--- src/hw/rtl/pspd_pkg.sv ---
package pspd_pkg;

  // field widths
  localparam int unsigned COORD_W = 24;
  localparam int unsigned SPEED_W = 16;
  localparam int unsigned CFG_W   = 16;
  localparam int unsigned CIDX_W  = 2;
  localparam int unsigned DIST_W  = 32;

  // shared datapath widths
  localparam int unsigned ACC_W    = 50;
  localparam int unsigned MPLIER_W = 24;
  localparam int unsigned ROOT_W   = 25;
  localparam int unsigned REM_W    = 27;
  localparam int unsigned CNT_W    = 5;

  // last count of each serial phase
  localparam logic [CNT_W-1:0] CNT_SQ_LAST    = 5'd23;
  localparam logic [CNT_W-1:0] CNT_ROOT_LAST  = 5'd24;
  localparam logic [CNT_W-1:0] CNT_MUL16_LAST = 5'd15;

  // register indexes
  localparam logic [CIDX_W-1:0] CFG_ACCEL     = 2'd0;
  localparam logic [CIDX_W-1:0] CFG_MAX_SPEED = 2'd1;
  localparam logic [CIDX_W-1:0] CFG_MAP_RES   = 2'd2;

  // register reset values
  localparam logic [CFG_W-1:0] ACCEL_RST     = 16'd410;
  localparam logic [CFG_W-1:0] MAX_SPEED_RST = 16'd9011;
  localparam logic [CFG_W-1:0] MAP_RES_RST   = 16'd19661;

  typedef enum logic [3:0] {
    ST_IDLE,
    ST_SQX,
    ST_SQY,
    ST_ROOT_LEN,
    ST_SEG,
    ST_DIST,
    ST_UU,
    ST_AT,
    ST_ROOT_SPD,
    ST_DONE
  } state_e;

endpackage

--- src/hw/rtl/pspd_in_if.sv ---
interface pspd_in_if;
  logic                                      valid;
  logic                                      ready;
  logic signed [pspd_pkg::COORD_W-1:0]       x_coord;
  logic signed [pspd_pkg::COORD_W-1:0]       y_coord;
  logic                                      path_start;
  logic        [pspd_pkg::SPEED_W-1:0]       start_speed;

  modport source (output valid, x_coord, y_coord, path_start, start_speed, input ready);
  modport sink (input valid, x_coord, y_coord, path_start, start_speed, output ready);
endinterface

--- src/hw/rtl/pspd_out_if.sv ---
interface pspd_out_if;
  logic                          valid;
  logic                          ready;
  logic [pspd_pkg::SPEED_W-1:0]  speed;

  modport source (output valid, speed, input ready);
  modport sink (input valid, speed, output ready);
endinterface

--- src/hw/rtl/pspd_cfg_if.sv ---
interface pspd_cfg_if;
  logic                          valid;
  logic                          ready;
  logic [pspd_pkg::CIDX_W-1:0]   index;
  logic [pspd_pkg::CFG_W-1:0]    data;

  modport source (output valid, index, data, input ready);
  modport sink (input valid, index, data, output ready);
endinterface

--- src/hw/rtl/path_speed_profile.sv ---
// speed profile along a path under constant acceleration
// pnt_i takes one path point per request (x, y in Q16.8 cells, path start flag,
// start speed); spd_o returns one Q4.12 speed per point, in order.
// cfg_i writes accel (0), max_speed (1) and map_resolution (2); it is always
// ready, and other indexes are dropped.
// a path start point goes straight to hand over and returns its start speed. any
// other point goes through one shared shift-add multiplier and bit-serial square
// root: the squares of both differences for the squared segment, its root, the
// scale to meters, the distance add, u*u + 2*a*d, the speed root and the hand
// over. the multiplier retires one multiplier bit and the root one result bit
// per cycle. one point is in work at a time: pnt_i is ready only when the
// sequencer is idle.
// the output register holds a finished speed while the receiver stalls; the
// next point is accepted meanwhile, and its result waits in the sequencer.
// reset restores the register defaults and clears the previous point, the
// travelled distance and the start speed.
module path_speed_profile (
  input logic        clk_i,
  input logic        rst_ni,
  pspd_in_if.sink    pnt_i,
  pspd_out_if.source spd_o,
  pspd_cfg_if.sink   cfg_i
);

  pspd_pkg::state_e state_q, state_d;

  logic [pspd_pkg::CFG_W-1:0]    accel_q, max_speed_q, map_res_q;
  logic [pspd_pkg::COORD_W-1:0]  prev_x_q, prev_y_q;
  logic [pspd_pkg::DIST_W-1:0]   trav_q, trav_d;
  logic [pspd_pkg::SPEED_W-1:0]  init_spd_q;
  logic [pspd_pkg::CNT_W-1:0]    cnt_q, cnt_d;
  logic                          ovalid_q, ovalid_d;
  logic [pspd_pkg::SPEED_W-1:0]  speed_q, speed_d;

  logic [pspd_pkg::ACC_W-1:0]    acc_q, acc_d;
  logic [pspd_pkg::ACC_W-1:0]    mcand_q, mcand_d;
  logic [pspd_pkg::MPLIER_W-1:0] mplier_q, mplier_d;
  logic [pspd_pkg::ROOT_W-1:0]   root_q, root_d;
  logic [pspd_pkg::REM_W-1:0]    rem_q, rem_d;
  logic [pspd_pkg::MPLIER_W-1:0] ay_q, ay_d;
  logic [pspd_pkg::SPEED_W-1:0]  res_q, res_d;

  logic                          in_fire, load_out, trav_we;
  logic signed [pspd_pkg::COORD_W:0] dx, dy;
  logic [pspd_pkg::MPLIER_W-1:0] ax, ay;
  logic [pspd_pkg::ACC_W-1:0]    mul_sum;
  logic [pspd_pkg::REM_W+1:0]    rem_sh, trial;
  logic                          root_ge;
  logic [pspd_pkg::DIST_W+1:0]   dist_sum;

  assign in_fire     = pnt_i.valid && pnt_i.ready;
  assign pnt_i.ready = (state_q == pspd_pkg::ST_IDLE);
  assign cfg_i.ready = 1'b1;
  assign spd_o.valid = ovalid_q;
  assign spd_o.speed = speed_q;
  assign load_out    = (state_q == pspd_pkg::ST_DONE) && (!ovalid_q || spd_o.ready);

  // absolute coordinate differences
  always_comb begin
    dx = $signed({pnt_i.x_coord[pspd_pkg::COORD_W-1], pnt_i.x_coord})
       - $signed({prev_x_q[pspd_pkg::COORD_W-1], prev_x_q});
    dy = $signed({pnt_i.y_coord[pspd_pkg::COORD_W-1], pnt_i.y_coord})
       - $signed({prev_y_q[pspd_pkg::COORD_W-1], prev_y_q});
    ax = dx[pspd_pkg::COORD_W] ? pspd_pkg::MPLIER_W'(-dx) : pspd_pkg::MPLIER_W'(dx);
    ay = dy[pspd_pkg::COORD_W] ? pspd_pkg::MPLIER_W'(-dy) : pspd_pkg::MPLIER_W'(dy);
  end

  // shift-add step and square root step
  always_comb begin
    mul_sum = acc_q + (mplier_q[0] ? mcand_q : '0);
    rem_sh  = {rem_q, acc_q[pspd_pkg::ACC_W-1 -: 2]};
    trial   = {2'b00, root_q, 2'b01};
    root_ge = (rem_sh >= trial);
  end

  // distance update, saturating
  always_comb begin
    dist_sum = {2'b00, trav_q} + {1'b0, acc_q[40:8]};
    trav_d   = (dist_sum[pspd_pkg::DIST_W+1:pspd_pkg::DIST_W] != 2'b00)
             ? '1 : dist_sum[pspd_pkg::DIST_W-1:0];
    trav_we  = (state_q == pspd_pkg::ST_DIST);
  end

  // next state
  always_comb begin
    state_d = state_q;
    unique case (state_q)
      pspd_pkg::ST_IDLE: begin
        if (in_fire) begin
          state_d = pnt_i.path_start ? pspd_pkg::ST_DONE : pspd_pkg::ST_SQX;
        end
      end
      pspd_pkg::ST_SQX: begin
        if (cnt_q == pspd_pkg::CNT_SQ_LAST) state_d = pspd_pkg::ST_SQY;
      end
      pspd_pkg::ST_SQY: begin
        if (cnt_q == pspd_pkg::CNT_SQ_LAST) state_d = pspd_pkg::ST_ROOT_LEN;
      end
      pspd_pkg::ST_ROOT_LEN: begin
        if (cnt_q == pspd_pkg::CNT_ROOT_LAST) state_d = pspd_pkg::ST_SEG;
      end
      pspd_pkg::ST_SEG: begin
        if (cnt_q == pspd_pkg::CNT_MUL16_LAST) state_d = pspd_pkg::ST_DIST;
      end
      pspd_pkg::ST_DIST: state_d = pspd_pkg::ST_UU;
      pspd_pkg::ST_UU: begin
        if (cnt_q == pspd_pkg::CNT_MUL16_LAST) state_d = pspd_pkg::ST_AT;
      end
      pspd_pkg::ST_AT: begin
        if (cnt_q == pspd_pkg::CNT_MUL16_LAST) state_d = pspd_pkg::ST_ROOT_SPD;
      end
      pspd_pkg::ST_ROOT_SPD: begin
        if (cnt_q == pspd_pkg::CNT_ROOT_LAST) state_d = pspd_pkg::ST_DONE;
      end
      pspd_pkg::ST_DONE: begin
        if (load_out) state_d = pspd_pkg::ST_IDLE;
      end
      default: state_d = pspd_pkg::ST_IDLE;
    endcase
  end

  // datapath and output register
  always_comb begin
    acc_d    = acc_q;
    mcand_d  = mcand_q;
    mplier_d = mplier_q;
    root_d   = root_q;
    rem_d    = rem_q;
    ay_d     = ay_q;
    res_d    = res_q;
    cnt_d    = cnt_q + pspd_pkg::CNT_W'(1);
    ovalid_d = ovalid_q && !spd_o.ready;
    speed_d  = speed_q;
    unique case (state_q) inside
      pspd_pkg::ST_IDLE: begin
        cnt_d    = '0;
        acc_d    = '0;
        mcand_d  = pspd_pkg::ACC_W'(ax);
        mplier_d = ax;
        ay_d     = ay;
        res_d    = pnt_i.start_speed;
      end
      pspd_pkg::ST_SQX, pspd_pkg::ST_SQY, pspd_pkg::ST_SEG, pspd_pkg::ST_UU,
      pspd_pkg::ST_AT: begin
        acc_d    = mul_sum;
        mcand_d  = mcand_q << 1;
        mplier_d = mplier_q >> 1;
        if (state_q == pspd_pkg::ST_SQX && cnt_q == pspd_pkg::CNT_SQ_LAST) begin
          cnt_d    = '0;
          mcand_d  = pspd_pkg::ACC_W'(ay_q);
          mplier_d = ay_q;
        end else if (state_q == pspd_pkg::ST_SQY && cnt_q == pspd_pkg::CNT_SQ_LAST) begin
          cnt_d  = '0;
          root_d = '0;
          rem_d  = '0;
        end else if (state_q == pspd_pkg::ST_UU && cnt_q == pspd_pkg::CNT_MUL16_LAST) begin
          cnt_d    = '0;
          mcand_d  = pspd_pkg::ACC_W'(trav_q);
          mplier_d = pspd_pkg::MPLIER_W'(accel_q);
        end else if (state_q == pspd_pkg::ST_AT && cnt_q == pspd_pkg::CNT_MUL16_LAST) begin
          // drop the three fraction bits of 2*a*d
          cnt_d  = '0;
          acc_d  = mul_sum >> 3;
          root_d = '0;
          rem_d  = '0;
        end
      end
      pspd_pkg::ST_ROOT_LEN, pspd_pkg::ST_ROOT_SPD: begin
        acc_d  = acc_q << 2;
        rem_d  = root_ge ? pspd_pkg::REM_W'(rem_sh - trial) : rem_sh[pspd_pkg::REM_W-1:0];
        root_d = {root_q[pspd_pkg::ROOT_W-2:0], root_ge};
        if (state_q == pspd_pkg::ST_ROOT_LEN && cnt_q == pspd_pkg::CNT_ROOT_LAST) begin
          cnt_d    = '0;
          acc_d    = '0;
          mcand_d  = pspd_pkg::ACC_W'({root_q[pspd_pkg::ROOT_W-2:0], root_ge});
          mplier_d = pspd_pkg::MPLIER_W'(map_res_q);
        end
        if (state_q == pspd_pkg::ST_ROOT_SPD && cnt_q == pspd_pkg::CNT_ROOT_LAST) begin
          // clamp to the ceiling
          cnt_d = '0;
          res_d = ({root_q[pspd_pkg::ROOT_W-2:0], root_ge} > pspd_pkg::ROOT_W'(max_speed_q))
                ? max_speed_q : {root_q[pspd_pkg::SPEED_W-2:0], root_ge};
        end
      end
      pspd_pkg::ST_DIST: begin
        // u*u scaled by 8 to line up with a*d
        cnt_d    = '0;
        acc_d    = '0;
        mcand_d  = pspd_pkg::ACC_W'({init_spd_q, 3'b000});
        mplier_d = pspd_pkg::MPLIER_W'(init_spd_q);
      end
      pspd_pkg::ST_DONE: begin
        cnt_d = '0;
        if (load_out) begin
          ovalid_d = 1'b1;
          speed_d  = res_q;
        end
      end
      default: cnt_d = '0;
    endcase
  end

  // control and architectural state
  always_ff @(posedge clk_i or negedge rst_ni) begin
    if (!rst_ni) begin
      state_q     <= pspd_pkg::ST_IDLE;
      cnt_q       <= '0;
      ovalid_q    <= 1'b0;
      accel_q     <= pspd_pkg::ACCEL_RST;
      max_speed_q <= pspd_pkg::MAX_SPEED_RST;
      map_res_q   <= pspd_pkg::MAP_RES_RST;
      prev_x_q    <= '0;
      prev_y_q    <= '0;
      trav_q      <= '0;
      init_spd_q  <= '0;
    end else begin
      state_q  <= state_d;
      cnt_q    <= cnt_d;
      ovalid_q <= ovalid_d;
      if (cfg_i.valid) begin
        unique case (cfg_i.index)
          pspd_pkg::CFG_ACCEL:     accel_q     <= cfg_i.data;
          pspd_pkg::CFG_MAX_SPEED: max_speed_q <= cfg_i.data;
          pspd_pkg::CFG_MAP_RES:   map_res_q   <= cfg_i.data;
          default: ;
        endcase
      end
      if (in_fire) begin
        prev_x_q <= pnt_i.x_coord;
        prev_y_q <= pnt_i.y_coord;
        if (pnt_i.path_start) begin
          trav_q     <= '0;
          init_spd_q <= pnt_i.start_speed;
        end
      end else if (trav_we) begin
        trav_q <= trav_d;
      end
    end
  end

  // serial datapath
  always_ff @(posedge clk_i) begin
    acc_q    <= acc_d;
    mcand_q  <= mcand_d;
    mplier_q <= mplier_d;
    root_q   <= root_d;
    rem_q    <= rem_d;
    ay_q     <= ay_d;
    res_q    <= res_d;
    speed_q  <= speed_d;
  end

  // checks
  a_busy_after_point: assert property (@(posedge clk_i) disable iff (!rst_ni)
    in_fire |=> !pnt_i.ready)
    else $error("point accepted while previous still in work");

  a_cnt_range: assert property (@(posedge clk_i) disable iff (!rst_ni)
    cnt_q <= pspd_pkg::CNT_ROOT_LAST)
    else $error("phase counter out of range");

  a_dist_monotonic: assert property (@(posedge clk_i) disable iff (!rst_ni)
    (state_q == pspd_pkg::ST_DIST) |=> (trav_q >= $past(trav_q)))
    else $error("travelled distance decreased");

  a_root_rem_bound: assert property (@(posedge clk_i) disable iff (!rst_ni)
    ((state_q == pspd_pkg::ST_ROOT_LEN || state_q == pspd_pkg::ST_ROOT_SPD) && cnt_q != '0)
      |-> (rem_q <= {1'b0, root_q, 1'b0}))
    else $error("square root remainder above bound");

  a_start_quick: assert property (@(posedge clk_i) disable iff (!rst_ni)
    (in_fire && pnt_i.path_start) |=> (state_q == pspd_pkg::ST_DONE))
    else $error("path start point did not go straight to hand over");

endmodule
--- src/flat_wrapper.sv ---
// flat-port wrapper written by rule: the top's interface ports become plain ports
module path_speed_profile_flat 
  (clk_i, rst_ni, pnt_i_valid, pnt_i_x_coord, pnt_i_y_coord, pnt_i_path_start, pnt_i_start_speed, pnt_i_ready, spd_o_valid, spd_o_speed, spd_o_ready, cfg_i_valid, cfg_i_index, cfg_i_data, cfg_i_ready);
  pspd_in_if pnt_i_i ();
  pspd_out_if spd_o_i ();
  pspd_cfg_if cfg_i_i ();
  input logic clk_i;
  input logic rst_ni;
  input wire logic [$bits(pnt_i_i.valid)-1:0] pnt_i_valid;
  input wire logic [$bits(pnt_i_i.x_coord)-1:0] pnt_i_x_coord;
  input wire logic [$bits(pnt_i_i.y_coord)-1:0] pnt_i_y_coord;
  input wire logic [$bits(pnt_i_i.path_start)-1:0] pnt_i_path_start;
  input wire logic [$bits(pnt_i_i.start_speed)-1:0] pnt_i_start_speed;
  output wire logic [$bits(pnt_i_i.ready)-1:0] pnt_i_ready;
  output wire logic [$bits(spd_o_i.valid)-1:0] spd_o_valid;
  output wire logic [$bits(spd_o_i.speed)-1:0] spd_o_speed;
  input wire logic [$bits(spd_o_i.ready)-1:0] spd_o_ready;
  input wire logic [$bits(cfg_i_i.valid)-1:0] cfg_i_valid;
  input wire logic [$bits(cfg_i_i.index)-1:0] cfg_i_index;
  input wire logic [$bits(cfg_i_i.data)-1:0] cfg_i_data;
  output wire logic [$bits(cfg_i_i.ready)-1:0] cfg_i_ready;
  assign pnt_i_i.valid = pnt_i_valid;
  assign pnt_i_i.x_coord = pnt_i_x_coord;
  assign pnt_i_i.y_coord = pnt_i_y_coord;
  assign pnt_i_i.path_start = pnt_i_path_start;
  assign pnt_i_i.start_speed = pnt_i_start_speed;
  assign pnt_i_ready = pnt_i_i.ready;
  assign spd_o_valid = spd_o_i.valid;
  assign spd_o_speed = spd_o_i.speed;
  assign spd_o_i.ready = spd_o_ready;
  assign cfg_i_i.valid = cfg_i_valid;
  assign cfg_i_i.index = cfg_i_index;
  assign cfg_i_i.data = cfg_i_data;
  assign cfg_i_ready = cfg_i_i.ready;
  path_speed_profile u_core (.clk_i(clk_i), .rst_ni(rst_ni), .pnt_i(pnt_i_i), .spd_o(spd_o_i), .cfg_i(cfg_i_i));
endmodule
--- config.mk ---
export PLATFORM = sky130hd
export DESIGN_NAME = path_speed_profile_flat
export DESIGN_NICKNAME = d
export VERILOG_FILES = /design/src/hw/rtl/pspd_pkg.sv /design/src/hw/rtl/pspd_in_if.sv /design/src/hw/rtl/pspd_out_if.sv /design/src/hw/rtl/pspd_cfg_if.sv /design/src/hw/rtl/path_speed_profile.sv /design/src/flat_wrapper.sv
export SDC_FILE = /design/constraint.sdc
export NUM_CORES = 1
export LEC_CHECK = 0
export BUFFER_PORTS_ARGS = -buffer_cell sky130_fd_sc_hd__buf_4
export CORE_ASPECT_RATIO = 2
export CORE_MARGIN = 3
export CORE_UTILIZATION = 25
export CTS_CLUSTER_DIAMETER = 150
export DETAILED_ROUTE_END_ITERATION = 12
export PLACE_DENSITY = 0.47
export SETUP_SLACK_MARGIN = 0.15
export SKIP_CTS_REPAIR_TIMING = 1
export SLEW_MARGIN = 0
export SYNTH_ARGS = -nofsm -noshare
export SYNTH_HDL_FRONTEND = slang
export SYNTH_SLANG_ARGS = --single-unit
--- constraint.sdc ---
create_clock -name clk_i -period 5.6 [get_ports clk_i]
set_input_delay 0.28 -clock clk_i [delete_from_list [all_inputs] [get_ports clk_i]]
set_output_delay 0.28 -clock clk_i [all_outputs]
set_load 0.005 [all_outputs]
==> impl_metrics.json <==
{
  "run_status": "finished clean",
  "ios": 107,
  "rsz0062_at_grt": "true",
  "path_max_fanout": 12,
  "power_density_nw_per_um2": 740.8,
  "synth_cell_type_count": 88,
  "ant_nets": 0,
  "switchingPower_w": 0.01099,
  "hpwl_mm": 70.45,
  "crit_path_end_kind": "flip-flop",
  "setup_viol": 0,
  "die_w_um": 236.2,
  "dr.pass1.iters": 5,
  "finalHoldViolCount": 0,
  "max_freq_mhz": 195.4,
  "combPwrFrac_pct": 60.3,
  "skew_ps": 18.93,
  "start_util_pct": 25.22,
  "antenna_found_initial": 2,
  "vias_per_cell": 5.090,
  "async_flop_share_pct": 39.90,
  "period_share_pct": 91.38,
  "synth_edf_count": 232,
  "grt_pass1_vias": 22290,
  "total_power_w": 0.02318,
  "slowest_stage": "or4b_1",
  "ys_seq_area_share_pct": 40.92,
  "clock_latency_ps": 600,
  "irDropWorstVdd_v": 0.0003710,
  "rows": 168,
  "syn_area_sq_um": 26510,
  "slowest_delay_ps": 520,
  "power_frac_clock_pct": 13.3,
  "finalSetupTns_ps": 0,
  "syn_inst": 2729,
  "synth_seq_cells": 386,
  "routed_wl_mm": 92.09,
  "crit_chain": "inv_1 -> ha_1 -> a21oi_1 -> o21ai_0 -> a221o_1 -> a221o_1 -> o211ai_1 -> nand3_1 -> a31o_2 -> a31o_2 -> inv_1 -> ha_1 -> nor2b_1 -> o21a_1 -> o21a_1 -> o21a_1 -> o21ai_1 -> a21oi_1 -> or4b_1 -> a21oi_2 -> nor2_2 -> a221o_1",
  "wire_per_inst_um": 21.52,
  "area_growth_pct": 18.03,
  "swShare_pct": 47.42,
  "nets": 3154,
  "worst_slew_pin_slew_ps": 1123,
  "die_h_um": 466.5,
  "fp.dieArea_sq_um": 110200,
  "synth_warnings": 0,
  "crit_path_start_kind": "flip-flop",
  "cp_data_arrival_time_ps": 5460,
  "maxSlewViolCount": 0,
  "critPathRequiredTime_ps": 5940,
  "cts_tree": "done",
  "port_buffers": 105,
  "core_region_area_sq_um": 105100,
  "drive_above_1_share_pct": 14.29,
  "grt_max_degree": 104,
  "yosysMostFrequentCell": "a21oi_1",
  "grt-ovfl-total": 0,
  "synth_area_leaders": "edfxtp_1 26%, dfrtp_1 13%, ha_1 8.4%, mux2_2 4.7%, a21oi_1 4.7%",
  "cts_sinks": 386,
  "slew_headroom_pct": 25.13,
  "synth_top_area_share_pct": 26.28,
  "track_usage_pct": 16.13,
  "root_buffer": "clkbuf_16",
  "first_iter_violations": 1003,
  "num_vias": 21784,
  "period_minus_slack_ps": 5117,
  "path_class": "flip-flop to flip-flop",
  "clockBufferDepth": 3,
  "grt_pass1_wl_mm": 137.1,
  "htree_levels": 2,
  "synthFlopType": "edfxtp_1",
  "drc": 0,
  "gp_congestion": 0.8740,
  "clkTransAtPathRegs_ps": 70,
  "syn_avg_cell_area_sq_um": 9.713,
  "drv_cap": 0,
  "synthesis.nets": 2998,
  "p_leak_nw": 12.90,
  "hold_path_class": "primary input to flip-flop",
  "synth_top_cell_by_area": "edfxtp_1",
  "share_seq_of_total_power_pct": 26.4,
  "p_int_w": 0.01219,
  "synthTopCellsByCount": "247 x a21oi_1, 238 x nand2_1, 232 x edfxtp_1, 177 x ha_1, 165 x nor2_1",
  "tritoncts.num_buffers": 43
}
power by group through the flow:
stage               Sequential [W]  Clock (W)  Combinational, W
floorplan                  0.00572          0           0.00976
global route               0.00623    0.00325            0.0153
CTS                        0.00610    0.00318            0.0140
detailed placement         0.00615          0            0.0139
global placement           0.00614          0            0.0139
finish                     0.00611    0.00308            0.0140
metal layers:
layer | vias up | GRT usage (%) | routed length [um]
li1 | 10420 | - | -
met1 | 10763 | 16.75 | 34480
met2 | 455 | 31.65 | 50280
met3 | 146 | 2.103 | 2815
met4 | 0 | 7.448 | 4509
met5 | - | 0 | 0
cell type report:
cell class / instances / area, sq um
timing repair buffer: 232 / 1987
multi-input combinational: 2075 / 14730
inverter: 147 / 551.8
clock buffer: 53 / 1186
clock inverter: 25 / 279.0
fill: 11108 / 73810
sequential: 386 / 10850
tap: 1360 / 1702
antenna: 2 / 5.005
cells in the final DEF (no fill, tap or decap), types with 19 or more instances in the layout:
cell	instances
dfstp_2	20
dfrtp_1	134
nand2b_1	32
a21oi_1	244
o21a_1	23
edfxtp_1	232
nor2b_1	23
buf_4	147
a21o_1	71
mux2i_1	37
xor2_1	66
a22oi_1	19
inv_1	147
a211o_1	19
nand3_1	47
and2_1	90
a31oi_1	24
nor3_1	32
o21ai_0	141
o221ai_1	25
dlygate4sd3_1	80
nand4_1	25
clkbuf_16	45
nor2_1	161
ha_1	177
mux2_2	110
and3_1	24
a221o_1	28
o211ai_1	28
a211oi_1	31
xnor2_1	103
nand2_1	235
critical path: cells and delay by family (launching register included):
family                     cells  cell delay, ps
AOI/OAI and AO/OA             14            3010
adders and majority gates      2             430
buffers and inverters          2             170
DFF                            1             410
and+or+nand+nor                4             840
stage by stage:
stage | hold WS [ps] | instances | utilization (%) | setup slack (ps) | area, sq um
finish | 29.09 | 4280 | 29.77 | 482.5 | 31290
floorplan | -15.59 | 2729 | - | 296.6 | 26510
detailed placement | 280.3 | 4116 | 27.57 | 427.2 | 28980
global route | 55.68 | 4278 | 29.76 | 146.4 | 31280
CTS | -379.7 | 4194 | 28.96 | 405.9 | 30440
global placement | 280.1 | 4116 | 27.57 | 509.3 | 28980
worst paths after layout:
kind / from / to / slack [ps] / cells after the start
max: u_core.root_q[8] / u_core.res_q[8] / 480 / 22
min: pnt_i_y_coord[0] / u_core.prev_y_q[0] / 30 / 3
max reg2reg: u_core.root_q[8] / u_core.res_q[8] / 480 / 22
min reg2reg: u_core.res_q[3] / u_core.spd_o.speed[3] / 430 / 0
max in group asynchronous: rst_ni / u_core.cnt_q[2] / 4250 / 3
min in group asynchronous: rst_ni / u_core.trav_q[28] / 200 / 2
state kept, by name, summed over array words and instances, names as in the netlist:
name and cells:
u_core.map_res_q 16, u_core.acc_q 50, u_core.init_spd_q 16, u_core.trav_q 32, u_core.cnt_q 5, u_core.prev_y_q 24, u_core.mplier_q 24, u_core.rem_q 27
u_core.max_speed_q 16, u_core.spd_o.speed 16, u_core.prev_x_q 24, u_core.res_q 16, u_core.root_q 25, u_core.mcand_q 50, u_core.state_q 4, u_core.spd_o.valid 1
u_core.ay_q 24, u_core.accel_q 16
cells by family after synthesis:
group | after synthesis | synth area share [%]
AO/OA/AOI/OAI | 829 | 21.01
AND/OR/NAND/NOR | 746 | 13.78
flip-flops | 386 | 40.92
buffers and inverters | 268 | 3.847
adder cells (fa/ha/maj) | 181 | 8.657
XOR/XNOR | 171 | 5.707
multiplexers | 147 | 6.070
other | 1 | 0.01415
Note: power is estimated with default switching activity, not from simulation.
